### config.mk
export PLATFORM = sky130hd
export DESIGN_NAME = tclw_modu
export DESIGN_NICKNAME = d
export VERILOG_FILES = /design/src/design/tclw_pkg.sv /design/src/design/tclw_modu.sv
export SDC_FILE = /design/constraint.sdc
export NUM_CORES = 1
export LEC_CHECK = 0
export BUFFER_PORTS_ARGS = -buffer_cell sky130_fd_sc_hd__buf_2
export CAP_MARGIN = 15
export CORE_ASPECT_RATIO = 0.7
export CORE_UTILIZATION = 40
export DETAILED_ROUTE_END_ITERATION = 8
export PLACE_DENSITY_LB_ADDON = 0.05
export SYNTH_ARGS = -nofsm -noshare
export SYNTH_HDL_FRONTEND = slang
export SYNTH_SLANG_ARGS = --single-unit
export TNS_END_PERCENT = 30
### constraint.sdc
create_clock -name clock -period 3.15 [get_ports clock]
set_input_delay 0.315 -clock clock [delete_from_list [all_inputs] [get_ports clock]]
set_output_delay 0.315 -clock clock [all_outputs]
set_load 0.1 [all_outputs]
### src/design/tclw_pkg.sv
// Package for the text console line writer: constants, codes, state
// encoding and the request bundle of the shared modulo unit.
// No dependencies.
package tclw_pkg;

   localparam int unsigned STORE_CHARS = 16384;
   localparam int unsigned ADDR_W      = 14;
   localparam int unsigned MAX_WIDTH   = 128;
   localparam int unsigned WIN_AW      = 7;

   localparam logic [7:0] CH_SPACE = 8'h20;
   localparam logic [7:0] CH_NL    = 8'h0A;
   localparam logic [7:0] CH_CR    = 8'h0D;
   localparam logic [7:0] CH_COL1  = 8'h01;
   localparam logic [7:0] CH_COL2  = 8'h02;

   localparam logic [1:0] ACT_PUT   = 2'd0;
   localparam logic [1:0] ACT_READ  = 2'd1;
   localparam logic [1:0] ACT_CLEAR = 2'd2;
   localparam logic [1:0] ACT_NOP   = 2'd3;

   localparam logic       REG_WIDTH = 1'b0;
   localparam logic       REG_COUNT = 1'b1;

   localparam logic [6:0]  WIDTH_RST = 7'd38;
   localparam logic [14:0] COUNT_RST = 15'd431;
   localparam logic [13:0] ROW_RST   = 14'd430;
   localparam logic [14:0] COUNT_MAX = 15'd16384;

   typedef enum logic [18:0] {
      S_CLR    = 19'h00001,
      S_IDLE   = 19'h00002,
      S_DTOP   = 19'h00004,
      S_SCAN_A = 19'h00008,
      S_SCAN_D = 19'h00010,
      S_P1     = 19'h00020,
      S_P2     = 19'h00040,
      S_NL_MUL = 19'h00080,
      S_NL_CLR = 19'h00100,
      S_CH     = 19'h00200,
      S_ST_MUL = 19'h00400,
      S_ST_WR  = 19'h00800,
      S_POP    = 19'h01000,
      S_MODW   = 19'h02000,
      S_RD_MUL = 19'h04000,
      S_RD_A   = 19'h08000,
      S_RD_D   = 19'h10000,
      S_FIN    = 19'h20000,
      S_OUT    = 19'h40000
   } state_type;

   typedef struct packed {
      logic        start;
      logic [13:0] x;
      logic [14:0] d;
   } mod_req_type;

endpackage

### src/design/tclw_modu.sv
// Shared restoring modulo unit: remainder of a 14-bit value by a 15-bit
// divisor, one bit per cycle. Depends on tclw_pkg.
module tclw_modu (
   input  logic                 clock,
   input  logic                 reset,
   input  tclw_pkg::mod_req_type req,
   output logic                 done,
   output logic [13:0]          rem
);
   logic        busy_ff, busy_in;
   logic        done_ff, done_in;
   logic [3:0]  cnt_ff, cnt_in;
   logic [13:0] xs_ff, xs_in;
   logic [14:0] d_ff, d_in;
   logic [14:0] rem_ff, rem_in;
   logic [14:0] trial;

   assign trial = {rem_ff[13:0], xs_ff[13]};

   always_comb begin
      busy_in = busy_ff;
      done_in = 1'b0;
      cnt_in  = cnt_ff;
      xs_in   = xs_ff;
      d_in    = d_ff;
      rem_in  = rem_ff;
      if (req.start) begin
         busy_in = 1'b1;
         cnt_in  = 4'd0;
         xs_in   = req.x;
         d_in    = req.d;
         rem_in  = 15'd0;
      end else if (busy_ff) begin
         rem_in = (trial >= d_ff) ? trial - d_ff : trial;
         xs_in  = {xs_ff[12:0], 1'b0};
         cnt_in = cnt_ff + 4'd1;
         if (cnt_ff == 4'd13) begin
            busy_in = 1'b0;
            done_in = 1'b1;
         end
      end
   end

   always_ff @(posedge clock) begin
      if (reset) begin
         busy_ff <= 1'b0;
         done_ff <= 1'b0;
      end else begin
         busy_ff <= busy_in;
         done_ff <= done_in;
      end
      cnt_ff <= cnt_in;
      xs_ff  <= xs_in;
      d_ff   <= d_in;
      rem_ff <= rem_in;
   end

   assign done = done_ff;
   assign rem  = rem_ff[13:0];
endmodule

==> summary.txt <==
Power and ir drop
  – Net Sw Frac: 33.9%
  – Power Density: 526 nW/um^2
  – Switching pwr: 589 uW
  – Clock Power Share: 26.7%
  – Total power draw: 1740 uW
  – VDD IR-drop max: 0.202 mV
  – LEAKAGE: 0.00138 uW
  – Gate power share: 29.1%
  – Cell-internal power: 1150 uW
  – Flop pwr share: 44.2%

Detailed routing
  – DRT Wirelength: 6320 um
  – Drt drc: 0
  – Total number of vias: 2116
  – Mean routed wirelength per cell: 15.8 um
  – DRT Pass-1 Iters: 4
  – Post-route antenna net violation count: 0
  – Detailed Route Iter0 Violations: 115
  – Vias per cell: 5.30

Place
  – DPL Wire Length: 4560 um
  – GPL Wtd Cong: 0.812
  – PortBufs: 46

Cells and area
  – Layout cells sized above 1: 29.5%
  – Commonest non-fill, non-tap cell in the layout: buf_2
  – Fillers: 651
  – NumNets Final: 354
  – Area grow syn2layout: 12.9%
  – Post-layout util: 47.8%
  – Most frequent cells in the layout: buf_2, edfxtp_1, nor2_1
  – Antenna cells: 0

Die
  – Die ar.: 7670 sq um
  – Die width: 104 um
  – Row count: 25
  – Ports: 47
  – DIE HEIGHT: 73.6 um
  – Starting Density: 42.4%
  – Placeable Area: 6910 sq um

STA
  – Min Tclk post-route: 2.63 ns
  – Final Hold Fails: 0
  – Max_slew headroom: 59.7%
  – Worst Skew: 0.0100 ns
  – Setup TNS: 0 ns
  – Final setup violating endpoints: 0
  – Max Freq: 0.380 GHz
  – Final Max Tran Viols: 0
  – Worst Tran Pin Value: 0.604 ns
  – Fin crit share: 83.6%
  – Final hold slack: 0.167 ns
  – RSZ-0062 raised after global routing: no

Global routing
  – Initial antenna violation count: 0
  – Vias in the first global route: 1954
  – GR peak layer: met1
  – First-pass GRT wire length: 10500 um
  – Largest net degree at the start of global routing: 34
  – Total gr overflow: 0
  – Grt met3 use: 4.08%
  – Global Route Usage Sum: 17.8%
  – Met1 Use GR: 27.9%
  – Met2 Use GR: 23.8%

Logic synthesis
  – Syn Inst Count: 259
  – Async set-reset flop share out of synthesis: 0%
  – Syn Area/Cell: 11.3 sq um
  – Distinct cells, synth: 59
  – Post-synth EDFFs: 29
  – Netlist Area Pre-Place: 2930 sq um
  – Top_reg_cell synth: edfxtp_1
  – Syn_nets: 309
  – YS warnings: 0
  – #FFs+latches synth: 49
  – Post-synthesis sequential area ratio: 43.4%

Clocking
  – CTS tree: built
  – Max clock buf depth: 2
  – # resized after CTS: 0
  – # H-tree levels: 2
  – Total CTS buffers: 5
  – Reg clk slew, reported paths: 0.10 ns
  – Post-CTS setup buffer count: 0
  – Clock Sinks: 49
  – Clk root buf: clkbuf_8
  – Post-CTS Hold Fix Bufs: 0
  – Clock latency at the later pin of the worst-skew pair: 0.31 ns

Worst setup path
  – Setup CP Type: reg2reg
  – Worst-path fanout max: 10
  – Startpoint types: flop
  – Reg2reg path depth: 8
  – Crit path DAT: 2.85 ns
  – Reg-to-reg slack, setup: 0.52 ns
  – Worst reg2reg endpoint: rem_ff[7]
  – End of the critical path: rem_ff[7]
  – Worst r2r src: rem_ff[2]
  – Setup crit end kind: flop
  – Worst Setup SP: rem_ff[2]
  – Worst EP required: 3.36 ns

Hold path
  – Worst Hold Class: in2reg

Outcome
  – Outcome: finished, final reports clean

Run
  – MaxCap Viol Count: 0
==> kinds of logic (layout without fill, tap and decap cells) <==
family          after synthesis  after routing  synth area share, %
compound gates               65             65                 21.5
xor+xnor                     12             12                 3.59
fa+ha+maj                    18             18                 7.95
buf+inv                      35             81                 6.84
flops                        49             49                 43.4
mux                          13             13                 5.00
simple gates                 67             67                 11.7
==> per-stage QoR <==
| stage | worst slack (ns) | cells | cell area, sq um |
|---|---|---|---|
| floorplan | 0.302 | 259 | 2930 |
| global placement | 0.566 | 391 | 3200 |
| detailed placement | 0.554 | 391 | 3200 |
| CTS | 0.551 | 399 | 3310 |
| global route | 0.314 | 399 | 3310 |
| finish | 0.517 | 399 | 3310 |
==> worst min path at each step <==
stage | start | endpoint | slack, ns | depth (start not counted)
2_1_floorplan | reset | busy_ff | 0.39 | 1
3_3_place_gp | cnt_ff[3] | done | 0.48 | 2
3_5_place_dp | req[5] | d_ff[5] | 0.49 | 1
4_1_cts | reset | busy_ff | 0.16 | 2
5_1_grt | req[13] | d_ff[13] | 0.16 | 1
6_report | reset | busy_ff | 0.17 | 2
==> registers in the layout, indices dropped and copies added (netlist names) <==
name / cells
cnt_ff: 4
d_ff: 15
rem_ff: 14
busy_ff: 1
xs_ff: 14
done: 1
==> metal layers <==
layer | up-vias | wire length, um
met5 | - | 0
met3 | 8 | 293
met4 | 0 | 65
met1 | 1006 | 3530
li1 | 1056 | -
met2 | 46 | 2420
==> cells in the mapped netlist (all sizes together) (6+ instances only) <==
library cell | instances | share of area, %
mux2 | 13 | 5.0
inv | 21 | 2.7
a21o | 6 | 1.5
a21oi | 12 | 2.4
o21ai | 7 | 1.6
nand3 | 8 | 1.4
nor2 | 27 | 3.5
edfxtp | 29 | 30
ha | 17 | 7.3
a211oi | 9 | 2.7
dfxtp | 20 | 14
nand2 | 7 | 0.90
buf | 10 | 3.6
and3 | 8 | 1.8
xnor2 | 7 | 2.1
==> cell type report <==
cell class                 instances  area (sq um)  area share, %
multi-input combinational        175          1460           44.0
clock buffer                       6          72.6           2.19
sequential                        49          1270           38.4
clock inverter                     2          38.8           1.17
tap                               94           118           3.56
inverter                          22          82.6           2.50
timing repair buffer              51           268           8.10
==> power by group through the flow <==
stage | clock network [uW] | logic [uW] | registers, uW
6_report | 464 | 505 | 769
5_1_grt | 500 | 548 | 776
4_1_cts | 478 | 505 | 769
3_5_place_dp | 0 | 503 | 783
3_3_place_gp | 0 | 505 | 782
2_1_floorplan | 0 | 311 | 881
==> critical path, cell delays in order (launching register included) <==
cell and delay [ns]:
dfxtp_1 0.38, ha_1 0.42, nand3_1 0.15, nor4_1 0.50, or3_4 0.23, a21oi_4 0.10, buf_4 0.20, a211o_1 0.30
a311oi_1 0.26
No activity file was read; power rests on OpenSTA's default activity.
